**src/ppmsg_pkg.sv**
```systemverilog
// Package of the PPM frame and servo PWM generator: field widths, register
// indexes, reset values and the structs passed between its modules. No dependencies.
`default_nettype none

package ppmsg_pkg;

  localparam int WIDTH_W     = 16;
  localparam int CH_W        = 4;
  localparam int SLOT_IDX_W  = 5;
  localparam int ACT_W       = 5;
  localparam int SERVO_OUT_W = 12;
  localparam int CFG_IDX_W   = 8;
  localparam int LIMIT_W     = 6;

  localparam logic [CFG_IDX_W-1:0] REG_ACTIVE_CHANNELS = 8'd0;
  localparam logic [CFG_IDX_W-1:0] REG_SYNC_GAP        = 8'd1;
  localparam logic [CFG_IDX_W-1:0] REG_PPM_PULSE       = 8'd2;
  localparam logic [CFG_IDX_W-1:0] REG_SERVO_PERIOD    = 8'd3;

  localparam logic REQ_WRITE = 1'b0;
  localparam logic REQ_TICK  = 1'b1;

  localparam logic [ACT_W-1:0]   RST_ACTIVE_CHANNELS = 5'd12;
  localparam logic [WIDTH_W-1:0] RST_SYNC_GAP        = 16'd3000;
  localparam logic [WIDTH_W-1:0] RST_PPM_PULSE       = 16'd300;
  localparam logic [WIDTH_W-1:0] RST_SERVO_PERIOD    = 16'd20000;
  localparam logic [WIDTH_W-1:0] RST_SERVO_COMPARE   = 16'd1000;
  localparam logic [WIDTH_W-1:0] RST_SLOT_LENGTH     = 16'd1000;

  typedef struct packed {
    logic [ACT_W-1:0]   active_channels;
    logic [WIDTH_W-1:0] sync_gap;
    logic [WIDTH_W-1:0] ppm_pulse;
    logic [WIDTH_W-1:0] servo_period;
  } cfg_t;

  typedef struct packed {
    logic               req_type;
    logic [CH_W-1:0]    channel;
    logic [WIDTH_W-1:0] width;
  } item_t;

  typedef struct packed {
    logic               wr_en;
    logic               tick;
    logic [CH_W-1:0]    channel;
    logic [WIDTH_W-1:0] width;
  } step_t;

endpackage

`default_nettype wire

```
**src/ppmsg_ifs.sv**
```systemverilog
// Valid/ready channel interfaces of the PPM and servo PWM generator:
// input items, result items and configuration writes. Uses ppmsg_pkg.
`default_nettype none

interface ppmsg_in_if;
  logic                          valid;
  logic                          ready;
  logic                          req_type;
  logic [ppmsg_pkg::CH_W-1:0]    channel;
  logic [ppmsg_pkg::WIDTH_W-1:0] width;
  modport source (output valid, output req_type, output channel, output width, input ready);
  modport sink   (input valid, input req_type, input channel, input width, output ready);
endinterface

interface ppmsg_out_if;
  logic                              valid;
  logic                              ready;
  logic                              ppm_level;
  logic [ppmsg_pkg::SERVO_OUT_W-1:0] servo_levels;
  logic                              frame_start;
  modport source (output valid, output ppm_level, output servo_levels, output frame_start,
                  input ready);
  modport sink   (input valid, input ppm_level, input servo_levels, input frame_start,
                  output ready);
endinterface

interface ppmsg_cfg_if;
  logic                            valid;
  logic                            ready;
  logic [ppmsg_pkg::CFG_IDX_W-1:0] index;
  logic [ppmsg_pkg::WIDTH_W-1:0]   data;
  modport source (output valid, output index, output data, input ready);
  modport sink   (input valid, input index, input data, output ready);
endinterface

`default_nettype wire

```
**src/ppmsg_servo.sv**
```systemverilog
// Servo PWM unit: shared period counter, compare preloads and active compares.
// Uses ppmsg_pkg.
`default_nettype none

module ppmsg_servo #(
  parameter int NUM_SERVOS = 12
) (
  input  wire logic                              clk,
  input  wire logic                              rst_n,
  input  wire ppmsg_pkg::step_t                  step,
  input  wire logic [ppmsg_pkg::WIDTH_W-1:0]     servo_period,
  output logic      [ppmsg_pkg::SERVO_OUT_W-1:0] servo_levels
);

  logic [ppmsg_pkg::WIDTH_W-1:0] preload_r [NUM_SERVOS];
  logic [ppmsg_pkg::WIDTH_W-1:0] active_r  [NUM_SERVOS];
  logic [ppmsg_pkg::WIDTH_W-1:0] count_r;
  logic [ppmsg_pkg::WIDTH_W-1:0] count_nxt;
  logic [ppmsg_pkg::WIDTH_W:0]   count_inc;
  logic                          wrap;

  always_comb begin
    count_inc = {1'b0, count_r} + 17'd1;
    wrap      = count_inc >= {1'b0, servo_period};
    count_nxt = wrap ? '0 : count_inc[ppmsg_pkg::WIDTH_W-1:0];
  end

  always_ff @(posedge clk) begin
    if (!rst_n) begin
      count_r <= '0;
    end else if (step.tick) begin
      count_r <= count_nxt;
    end
  end

  for (genvar g = 0; g < NUM_SERVOS; g++) begin : g_servo
    always_ff @(posedge clk) begin
      if (!rst_n) begin
        preload_r[g] <= ppmsg_pkg::RST_SERVO_COMPARE;
        active_r[g]  <= ppmsg_pkg::RST_SERVO_COMPARE;
      end else begin
        if (step.wr_en && (step.channel == ppmsg_pkg::CH_W'(g))) begin
          preload_r[g] <= step.width;
        end
        if (step.tick && wrap) begin
          active_r[g] <= preload_r[g];
        end
      end
    end
  end

  for (genvar b = 0; b < ppmsg_pkg::SERVO_OUT_W; b++) begin : g_level
    if (b < NUM_SERVOS) begin : g_used
      assign servo_levels[b] = count_r < active_r[b];
    end else begin : g_unused
      assign servo_levels[b] = 1'b0;
    end
  end

endmodule

`default_nettype wire

```
**src/ppmsg_ppm.sv**
```systemverilog
// PPM frame unit: channel width store, slot counter, slot length and slot index.
// Uses ppmsg_pkg.
`default_nettype none

module ppmsg_ppm #(
  parameter int NUM_SLOTS = 16
) (
  input  wire logic             clk,
  input  wire logic             rst_n,
  input  wire ppmsg_pkg::step_t step,
  input  wire ppmsg_pkg::cfg_t  cfg,
  output logic                  ppm_level,
  output logic                  frame_start
);

  localparam int SLOT_AW = (NUM_SLOTS > 1) ? $clog2(NUM_SLOTS) : 1;

  logic [ppmsg_pkg::WIDTH_W-1:0]    store_r [NUM_SLOTS];
  logic [ppmsg_pkg::WIDTH_W-1:0]    count_r;
  logic [ppmsg_pkg::WIDTH_W-1:0]    count_nxt;
  logic [ppmsg_pkg::WIDTH_W:0]      count_inc;
  logic [ppmsg_pkg::WIDTH_W-1:0]    len_r;
  logic [ppmsg_pkg::WIDTH_W-1:0]    len_nxt;
  logic [ppmsg_pkg::SLOT_IDX_W-1:0] idx_r;
  logic [ppmsg_pkg::SLOT_IDX_W-1:0] idx_nxt;
  logic [ppmsg_pkg::LIMIT_W-1:0]    limit;
  logic                             pulse_end;
  logic                             in_frame;

  always_comb begin
    count_inc = {1'b0, count_r} + 17'd1;
    count_nxt = (count_inc >= {1'b0, len_r}) ? '0 : count_inc[ppmsg_pkg::WIDTH_W-1:0];
    pulse_end = count_nxt == cfg.ppm_pulse;
    limit     = (ppmsg_pkg::LIMIT_W'(cfg.active_channels) > ppmsg_pkg::LIMIT_W'(NUM_SLOTS)) ?
                ppmsg_pkg::LIMIT_W'(NUM_SLOTS) : ppmsg_pkg::LIMIT_W'(cfg.active_channels);
    in_frame  = ppmsg_pkg::LIMIT_W'(idx_r) < limit;
    len_nxt   = len_r;
    idx_nxt   = idx_r;
    if (pulse_end) begin
      if (in_frame) begin
        len_nxt = store_r[idx_r[SLOT_AW-1:0]];
        idx_nxt = idx_r + 5'd1;
      end else begin
        len_nxt = cfg.sync_gap;
        idx_nxt = '0;
      end
    end
    ppm_level   = count_r < cfg.ppm_pulse;
    frame_start = step.tick && pulse_end && !in_frame;
  end

  always_ff @(posedge clk) begin
    if (!rst_n) begin
      count_r <= '0;
      len_r   <= ppmsg_pkg::RST_SLOT_LENGTH;
      idx_r   <= '0;
    end else if (step.tick) begin
      count_r <= count_nxt;
      len_r   <= len_nxt;
      idx_r   <= idx_nxt;
    end
  end

  for (genvar g = 0; g < NUM_SLOTS; g++) begin : g_store
    always_ff @(posedge clk) begin
      if (!rst_n) begin
        store_r[g] <= '0;
      end else if (step.wr_en &&
                   (ppmsg_pkg::SLOT_IDX_W'(step.channel) == ppmsg_pkg::SLOT_IDX_W'(g))) begin
        store_r[g] <= step.width;
      end
    end
  end

endmodule

`default_nettype wire

```
**src/ppm_frame_and_servo_pwm_generator.sv**
```systemverilog
// Top level of the PPM frame and servo PWM generator: channels, input and result
// registers, configuration registers. Uses ppmsg_pkg, ppmsg_ifs, ppmsg_servo, ppmsg_ppm.
//
// Each item is a channel write or one timebase tick and gives exactly one result item
// with the PPM level and servo levels as they stood before the item, plus a frame start
// flag. An item passes an input register and a result register. One item is accepted
// per cycle while the result side takes items; the counters and stores update in one
// pass between the two registers. Configuration writes are taken in any cycle and
// should be made while no item is in flight.
`default_nettype none

module ppm_frame_and_servo_pwm_generator #(
  parameter int NUM_SLOTS  = 16,
  parameter int NUM_SERVOS = 12
) (
  input  wire logic     clk,
  input  wire logic     rst_n,
  ppmsg_in_if.sink      in_if,
  ppmsg_out_if.source   out_if,
  ppmsg_cfg_if.sink     cfg_if
);

  ppmsg_pkg::cfg_t                  cfg_r;
  ppmsg_pkg::item_t                 s1_item_r;
  logic                             s1_valid_r;
  logic                             advance;
  logic                             in_acc;
  ppmsg_pkg::step_t                 step;
  logic                             ppm_level;
  logic                             frame_start;
  logic [ppmsg_pkg::SERVO_OUT_W-1:0] servo_levels;
  logic                             out_valid_r;
  logic                             ppm_level_r;
  logic                             frame_start_r;
  logic [ppmsg_pkg::SERVO_OUT_W-1:0] servo_levels_r;

  assign cfg_if.ready = 1'b1;

  always_ff @(posedge clk) begin
    if (!rst_n) begin
      cfg_r.active_channels <= ppmsg_pkg::RST_ACTIVE_CHANNELS;
      cfg_r.sync_gap        <= ppmsg_pkg::RST_SYNC_GAP;
      cfg_r.ppm_pulse       <= ppmsg_pkg::RST_PPM_PULSE;
      cfg_r.servo_period    <= ppmsg_pkg::RST_SERVO_PERIOD;
    end else if (cfg_if.valid) begin
      case (cfg_if.index)
        ppmsg_pkg::REG_ACTIVE_CHANNELS:
          cfg_r.active_channels <= cfg_if.data[ppmsg_pkg::ACT_W-1:0];
        ppmsg_pkg::REG_SYNC_GAP:     cfg_r.sync_gap     <= cfg_if.data;
        ppmsg_pkg::REG_PPM_PULSE:    cfg_r.ppm_pulse    <= cfg_if.data;
        ppmsg_pkg::REG_SERVO_PERIOD: cfg_r.servo_period <= cfg_if.data;
        default: ;
      endcase
    end
  end

  assign advance     = s1_valid_r && (!out_valid_r || out_if.ready);
  assign in_if.ready = !s1_valid_r || advance;
  assign in_acc      = in_if.valid && in_if.ready;

  always_ff @(posedge clk) begin
    if (!rst_n) begin
      s1_valid_r <= 1'b0;
    end else if (in_if.ready) begin
      s1_valid_r <= in_if.valid;
    end
  end

  always_ff @(posedge clk) begin
    if (in_acc) begin
      s1_item_r.req_type <= in_if.req_type;
      s1_item_r.channel  <= in_if.channel;
      s1_item_r.width    <= in_if.width;
    end
  end

  always_comb begin
    step.wr_en   = advance && (s1_item_r.req_type == ppmsg_pkg::REQ_WRITE);
    step.tick    = advance && (s1_item_r.req_type == ppmsg_pkg::REQ_TICK);
    step.channel = s1_item_r.channel;
    step.width   = s1_item_r.width;
  end

  ppmsg_servo #(
    .NUM_SERVOS (NUM_SERVOS)
  ) u_servo (
    .clk          (clk),
    .rst_n        (rst_n),
    .step         (step),
    .servo_period (cfg_r.servo_period),
    .servo_levels (servo_levels)
  );

  ppmsg_ppm #(
    .NUM_SLOTS (NUM_SLOTS)
  ) u_ppm (
    .clk         (clk),
    .rst_n       (rst_n),
    .step        (step),
    .cfg         (cfg_r),
    .ppm_level   (ppm_level),
    .frame_start (frame_start)
  );

  always_ff @(posedge clk) begin
    if (!rst_n) begin
      out_valid_r <= 1'b0;
    end else if (advance) begin
      out_valid_r <= 1'b1;
    end else if (out_if.ready) begin
      out_valid_r <= 1'b0;
    end
  end

  always_ff @(posedge clk) begin
    if (advance) begin
      ppm_level_r    <= ppm_level;
      servo_levels_r <= servo_levels;
      frame_start_r  <= frame_start;
    end
  end

  assign out_if.valid        = out_valid_r;
  assign out_if.ppm_level    = ppm_level_r;
  assign out_if.servo_levels = servo_levels_r;
  assign out_if.frame_start  = frame_start_r;

endmodule

`default_nettype wire

```
**src/flat_wrapper.sv**
```systemverilog
// flat-port wrapper written by rule: the top's interface ports become plain ports
module ppm_frame_and_servo_pwm_generator_flat 
#(
  parameter int NUM_SLOTS  = 16,
  parameter int NUM_SERVOS = 12
)
  (clk, rst_n, in_if_valid, in_if_req_type, in_if_channel, in_if_width, in_if_ready, out_if_valid, out_if_ppm_level, out_if_servo_levels, out_if_frame_start, out_if_ready, cfg_if_valid, cfg_if_index, cfg_if_data, cfg_if_ready);
  ppmsg_in_if in_if_i ();
  ppmsg_out_if out_if_i ();
  ppmsg_cfg_if cfg_if_i ();
  input  wire logic clk;
  input  wire logic rst_n;
  input wire logic [$bits(in_if_i.valid)-1:0] in_if_valid;
  input wire logic [$bits(in_if_i.req_type)-1:0] in_if_req_type;
  input wire logic [$bits(in_if_i.channel)-1:0] in_if_channel;
  input wire logic [$bits(in_if_i.width)-1:0] in_if_width;
  output wire logic [$bits(in_if_i.ready)-1:0] in_if_ready;
  output wire logic [$bits(out_if_i.valid)-1:0] out_if_valid;
  output wire logic [$bits(out_if_i.ppm_level)-1:0] out_if_ppm_level;
  output wire logic [$bits(out_if_i.servo_levels)-1:0] out_if_servo_levels;
  output wire logic [$bits(out_if_i.frame_start)-1:0] out_if_frame_start;
  input wire logic [$bits(out_if_i.ready)-1:0] out_if_ready;
  input wire logic [$bits(cfg_if_i.valid)-1:0] cfg_if_valid;
  input wire logic [$bits(cfg_if_i.index)-1:0] cfg_if_index;
  input wire logic [$bits(cfg_if_i.data)-1:0] cfg_if_data;
  output wire logic [$bits(cfg_if_i.ready)-1:0] cfg_if_ready;
  assign in_if_i.valid = in_if_valid;
  assign in_if_i.req_type = in_if_req_type;
  assign in_if_i.channel = in_if_channel;
  assign in_if_i.width = in_if_width;
  assign in_if_ready = in_if_i.ready;
  assign out_if_valid = out_if_i.valid;
  assign out_if_ppm_level = out_if_i.ppm_level;
  assign out_if_servo_levels = out_if_i.servo_levels;
  assign out_if_frame_start = out_if_i.frame_start;
  assign out_if_i.ready = out_if_ready;
  assign cfg_if_i.valid = cfg_if_valid;
  assign cfg_if_i.index = cfg_if_index;
  assign cfg_if_i.data = cfg_if_data;
  assign cfg_if_ready = cfg_if_i.ready;
  ppm_frame_and_servo_pwm_generator #(.NUM_SLOTS(NUM_SLOTS), .NUM_SERVOS(NUM_SERVOS)) u_core (.clk(clk), .rst_n(rst_n), .in_if(in_if_i), .out_if(out_if_i), .cfg_if(cfg_if_i));
endmodule
```
**config.mk**
```make
export PLATFORM = sky130hd
export DESIGN_NAME = ppm_frame_and_servo_pwm_generator_flat
export DESIGN_NICKNAME = d
export VERILOG_FILES = /design/src/ppmsg_pkg.sv /design/src/ppmsg_ifs.sv /design/src/ppmsg_servo.sv /design/src/ppmsg_ppm.sv /design/src/ppm_frame_and_servo_pwm_generator.sv /design/src/flat_wrapper.sv
export SDC_FILE = /design/constraint.sdc
export NUM_CORES = 1
export LEC_CHECK = 0
export BUFFER_PORTS_ARGS = -buffer_cell sky130_fd_sc_hd__buf_2
export CORE_MARGIN = 2
export CORE_UTILIZATION = 45
export CTS_BUF_LIST = sky130_fd_sc_hd__clkbuf_2
export DETAILED_ROUTE_END_ITERATION = 10
export HOLD_SLACK_MARGIN = 0.08
export PLACE_DENSITY = 0.64
export SLEW_MARGIN = 20
export SYNTH_ARGS = -nofsm -noshare
export SYNTH_HDL_FRONTEND = slang
export SYNTH_SLANG_ARGS = --single-unit
```
**constraint.sdc**
```tcl
create_clock -name clk -period 22.2 [get_ports clk]
set_input_delay 2.22 -clock clk [delete_from_list [all_inputs] [get_ports clk]]
set_output_delay 2.22 -clock clk [all_outputs]
set_load 0.1 [all_outputs]
```
* Word-level counts from Yosys, hierarchy flattened
Memory sizes are Yosys's and may differ from the RTL's. A register that Yosys moved wholly into a read port is not among the register bits.
Cells that the tools add are included.
** Cells by class
- Bitwise operators :: 41
- $add $sub $neg :: 3
- $lt $le $gt $ge :: 17
- Mux-type cells :: 101
- Equal/unequal tests :: 19
- Reductions and logical operators :: 36
** Operators with widths (number)
- $mux 16 :: 43
- $lt 16x16->1 :: 13
- $mux 1 :: 54
- $or 1x1->1 :: 40
- $add 16x1->17 const B :: 2
- $ge 17x16->1 :: 2
- $eq 4x4->1 const B :: 8
- $logic_and 1x1->1 :: 23
- $eq 16x16->1 :: 1
- $eq 4x3->1 const B :: 4
- $eq 8x2->1 const B :: 2
- $mux 5 :: 2
- $reduce_and 2->1 :: 5
- $eq 4x2->1 const B :: 2
- $eq 8x1->1 const B :: 1
- $logic_not 8->1 :: 1
- $mux 4 :: 2
- $add 5x1->5 const B :: 1
- $gt 5x5->1 const B :: 1
- $lt 5x5->1 :: 1
- $eq 4x1->1 const B :: 1
- $logic_not 4->1 :: 1
- $logic_not 1->1 :: 3
- $logic_or 1x1->1 :: 2
- other kinds (2) :: 2
** Word-level totals
- Word-level logic and storage cells :: 236
- RAM bits :: 640
- Output and inout bits :: 17
- Memories kept :: 3
- Flip-flop bits (word level) :: 143
- Bits of input ports :: 50
** Memory list
- u_core.u_ppm.store_r :: depth 16, bits a word 16, rd ports 1, clocked after memory_dff 1, write ports 16, RTL line ppmsg_ppm.sv:18 : logic [ppmsg_pkg::WIDTH_W-1:0] store_r [NUM_SLOTS];
- u_core.u_servo.active_r :: depth 12, bits a word 16, rd ports 12, clocked after memory_dff 0, write ports 12, RTL line ppmsg_servo.sv:16 : logic [ppmsg_pkg::WIDTH_W-1:0] active_r [NUM_SERVOS];
- u_core.u_servo.preload_r :: depth 12, bits a word 16, rd ports 12, clocked after memory_dff 0, write ports 12, RTL line ppmsg_servo.sv:15 : logic [ppmsg_pkg::WIDTH_W-1:0] preload_r [NUM_SERVOS];

* Longest topological paths before layout
- Word-level depth :: 9
- Mapped depth :: 19
- Mapped depth without buffers :: 15

* Cells and area by module
A second synthesis with hierarchy kept.
** Second synthesis, totals
- Cells, all modules :: 2995
- Area, all modules :: 38615.8 um^2
** By module, submodules not included
- ppmsg_servo :: times used 1, sequential area each 11851.4 um^2, cells an instance 1619, area an instance 20263.2 um^2
- ppmsg_ppm :: times used 1, sequential area each 8508.2 um^2, cells an instance 1122, area an instance 15051.9 um^2
- ppm_frame_and_servo_pwm_generator :: times used 1, sequential area each 2152.1 um^2, cells an instance 254, area an instance 3300.7 um^2

* Least setup slack after synthesis
OpenSTA, ideal clock, no wires.
- Path type :: input-to-reg
- From :: input port out_if_ready
- To :: memory u_core.u_servo.active_r[0][0] (netlist bit), enable pin
- Data arrival time :: 16.395 ns
- Path slack :: 4.795 ns
- Setup time :: 1.010 ns
- Stages :: 5
- Buffers on the path :: 2
- Required time :: 21.190 ns
- Path through :: nand2b_1 -> nand3_1 -> clkbuf_1 -> clkbuf_1 -> o21ai_0
** RTL lines
- from (decl) :: RTL line flat_wrapper.sv:22 : input wire logic [$bits(out_if_i.ready)-1:0] out_if_ready;
- to (decl) :: RTL line ppmsg_servo.sv:16

==> key figures <==
Yosys
  • Synth Area in Adders: 0.0873
  • Post-synth EDFFs: 555
  • Synth area leader: edfxtp_1
  • Synth cell types: 63
  • Mux contribution to synthesized area: 0.0672
  • Mapped Cells: 2,697
  • #FFs+latches synth: 667
  • Register area share after synthesis: 0.564
  • Main synth FF type: edfxtp_1
  • Largest family of logic cells by synthesized area: simple AND/OR/NAND/NOR gates
  • FFs w/ async S/R, synth: 0
  • Dominant cell by count in the synthesized netlist: edfxtp_1
  • Top cells by area, synth: edfxtp_1, ha_1, and2_1
  • Avg Cell Area, Syn: 12.4 sq um
  • Post-synth top area share: 0.497
  • Post-synth net total: 2,981
  • Post-synthesis cell area: 0.0335 sq mm
  • Post-synthesis compound-gate area fraction: 0.0745
  • Xor-xnor portion of the synthesized cell area: 0.00798
  • Synth warn: 0
  • Top post-synthesis cells by count: edfxtp_1, and2_1, inv_1
  • Synth Area in Simple Gates: 0.156

Floorplanning
  • Die ar.: 0.0767 sq mm
  • Rows: 100
  • Io pins: 67
  • Die span in x: 277 microns
  • Initial Utilization: 0.453
  • Die height: 277 microns
  • Core Area: 0.0741 sq mm

CTS
  • CTS clk-pin slew, worst paths: 0.10 ns
  • Post-cts sizing count: 0
  • TritonCTS Buffers: 178
  • Post-CTS setup buffers: 0
  • CTS Hold Bufs: 0
  • Worst-Skew Late Latency: 1.37 ns
  • Clk root buf: clkbuf_2
  • Clk buf depth: 3
  • H-tree level count: 4
  • CTS tree: built
  • Clock sinks: 667

Final layout
  • Area Overhead vs Synth: 9.44%
  • Multi-input gate area: 0.0133 sq mm
  • Sequential standard cell area: 0.0189 sq mm
  • Share of cells above drive strength 1: 0.180
  • Fill cells: 6,563
  • Post-layout nets: 3,132
  • Final Instance Count excl. Fillers: 3,948

Power
  • Pwr/cell area: 65.0 mW/mm^2
  • Peak supply drop: 33.0 uV
  • LEAKAGE: 15.7 nW

Critical path
  • Crit-path cells: ha_1 > nand3_2 > nor4_1 > xnor2_1 > inv_1 > ha_1 > nand3_1 > nor4_1 > a31oi_1 > nand3b_1 > or2_2 > o31a_1 > or4_1 > o31ai_2 > a21boi_0
  • Arr. time, crit path: 6.74 ns
  • Largest stage delay, worst path: 0.88 ns
  • CP top delay family: simple AND/OR/NAND/NOR gates
  • Worst setup EP type: flop
  • Critical path depth in cells: 15
  • Critical-path top delay cell: or4_1
  • R2R cell count: 15
  • Critical Path Fanout Max: 19
  • WP buf/inv: 1
  • CP startpoint kind: flop
  • Worst Setup Path Type: reg2reg
  • Data required, critical path: 23.36 ns

STA
  • Layout Skew: 0.0970 ns
  • Fmax: 0.179 GHz
  • Endpoints failing setup: 0
  • Worst relative slew slack: 0.236
  • RSZ-0062 raised after global routing: false
  • Worst-margin pin slew: 1.14 ns
  • Max Slew Vio Count: 0
  • Hold Vio Cnt, Final: 0
  • Period utilisation layout: 0.251
  • Min cycle time layout: 5.58 ns
  • Setup TNS: 0 ns

GRT
  • Gr usage total: 0.240
  • First-pass GRT wire length: 136,000 microns
  • Largest net degree at the start of global routing: 103
  • Vias in the first global route: 22.0k
  • Initial antenna violation count: 7
  • GR Overflow Total: 0

Place
  • RePlAce Congestion: 0.894
  • Port Buffers: 65
  • Placed cell count: 3,637
  • Post-detail-place hpwl: 60,000 microns

Route
  • Via count: 21.9k
  • WL final: 91,900 microns
  • Drt wl/cell: 23.3 microns
  • Drt pass-1 iters: 5
  • Detail Route Antenna Nets: 0
  • Initial DRC Count: 2,048
  • Post-DR vias/cell: 5.54
  • # DRC: 0

Min path
  • Hold path cells: 2
  • Worst min path class: reg2reg

Run status
  • Status: finished clean

Flow run
  • Max-Cap Viols: 0
## layer usage
layer,vias up,global-route usage,part of all wire
met2,904,0.370,0.45
met5,-,0,0.00012
met1,10700,0.333,0.43
met3,156,0.0513,0.083
li1,10100,-,-
met4,2,0.0934,0.031
## flip-flops by register name, summed over array words and instances, names as in the netlist, 16 cells and up, named ones only
register                  cells
u_core.u_ppm.len_r           16
u_core.cfg_r                 53
u_core.u_servo.active_r     192
u_core.u_servo.count_r       16
u_core.u_servo.preload_r    100
u_core.u_ppm.store_r        228
u_core.u_ppm.count_r         16
u_core.s1_item_r             21
## cell type report
type | instances | share of cell area
flip-flops and latches | 667 | 0.515
multi-input cells | 1647 | 0.363
clock buffers | 258 | 0.0352
well taps | 969 | 0.0330
inverters | 238 | 0.0243
repair buffers | 116 | 0.0196
clock inverters | 48 | 0.00924
diodes | 5 | 0.000341
## cell families (layout without fill, tap and decap cells)
logic type,after synthesis,after routing
AND/OR/NAND/NOR,906,906
flip-flops,667,667
buffers and inverters,383,660
AO/OA/AOI/OAI,353,353
adder cells (fa/ha/maj),234,234
multiplexers,124,124
XOR/XNOR,29,29
other,1,6
## stage by stage
stage	setup slack, ns	cell area, sq um	hold slack [ns]	power, mW	util
after floorplan	4.80	33500	0.437	1.48	-
after global placement	16.59	35000	0.448	1.53	0.473
after detailed placement	16.33	35000	0.458	1.53	0.473
after CTS	16.24	36700	0.476	2.41	0.495
after global routing	16.16	36700	0.497	2.48	0.495
final	16.62	36700	0.474	2.39	0.496
## where the power goes
part           leakage, nW  total [mW]  internal (mW)  switching (mW)
Combinational         8.30       0.106         0.0291          0.0766
Sequential            6.11        1.40           1.38          0.0173
Clock                 1.24       0.884          0.361           0.523
## cells in the final DEF (no fill, tap or decap), types with 34 or more instances in the layout
cell type	count
a21o_1	112
edfxtp_1	555
mux4_2	80
inv_1	238
or3_1	75
nand3_1	55
nand2b_1	89
dfxtp_1	110
ha_1	234
buf_4	51
clkbuf_2	258
nor2_1	37
mux2i_1	34
and2_1	383
buf_2	64
a21boi_0	34
nand2_1	132
## worst reg2reg max path, cell delays in order (launching register included)
cell	delay, ns
dfxtp_1	0.53
ha_1	0.31
nand3_2	0.22
nor4_1	0.54
xnor2_1	0.24
inv_1	0.13
ha_1	0.31
nand3_1	0.13
nor4_1	0.09
a31oi_1	0.17
nand3b_1	0.40
or2_2	0.58
o31a_1	0.38
or4_1	0.88
o31ai_2	0.36
a21boi_0	0.12
## path summary, 6_finish.rpt
check / endpoint / from / slack, ns
max reg2reg: flop / u_core.u_ppm.count_r[0]$_SDFFE_PN0P_ / 16.62
min: u_core.cfg_r[35]$_SDFFE_PN1P_ / u_core.cfg_r[35]$_SDFFE_PN1P_ / 0.47
max: flop / u_core.u_ppm.count_r[0]$_SDFFE_PN0P_ / 16.62
min reg2reg: u_core.cfg_r[35]$_SDFFE_PN1P_ / u_core.cfg_r[35]$_SDFFE_PN1P_ / 0.47
Power figures use the tool's default switching activity.
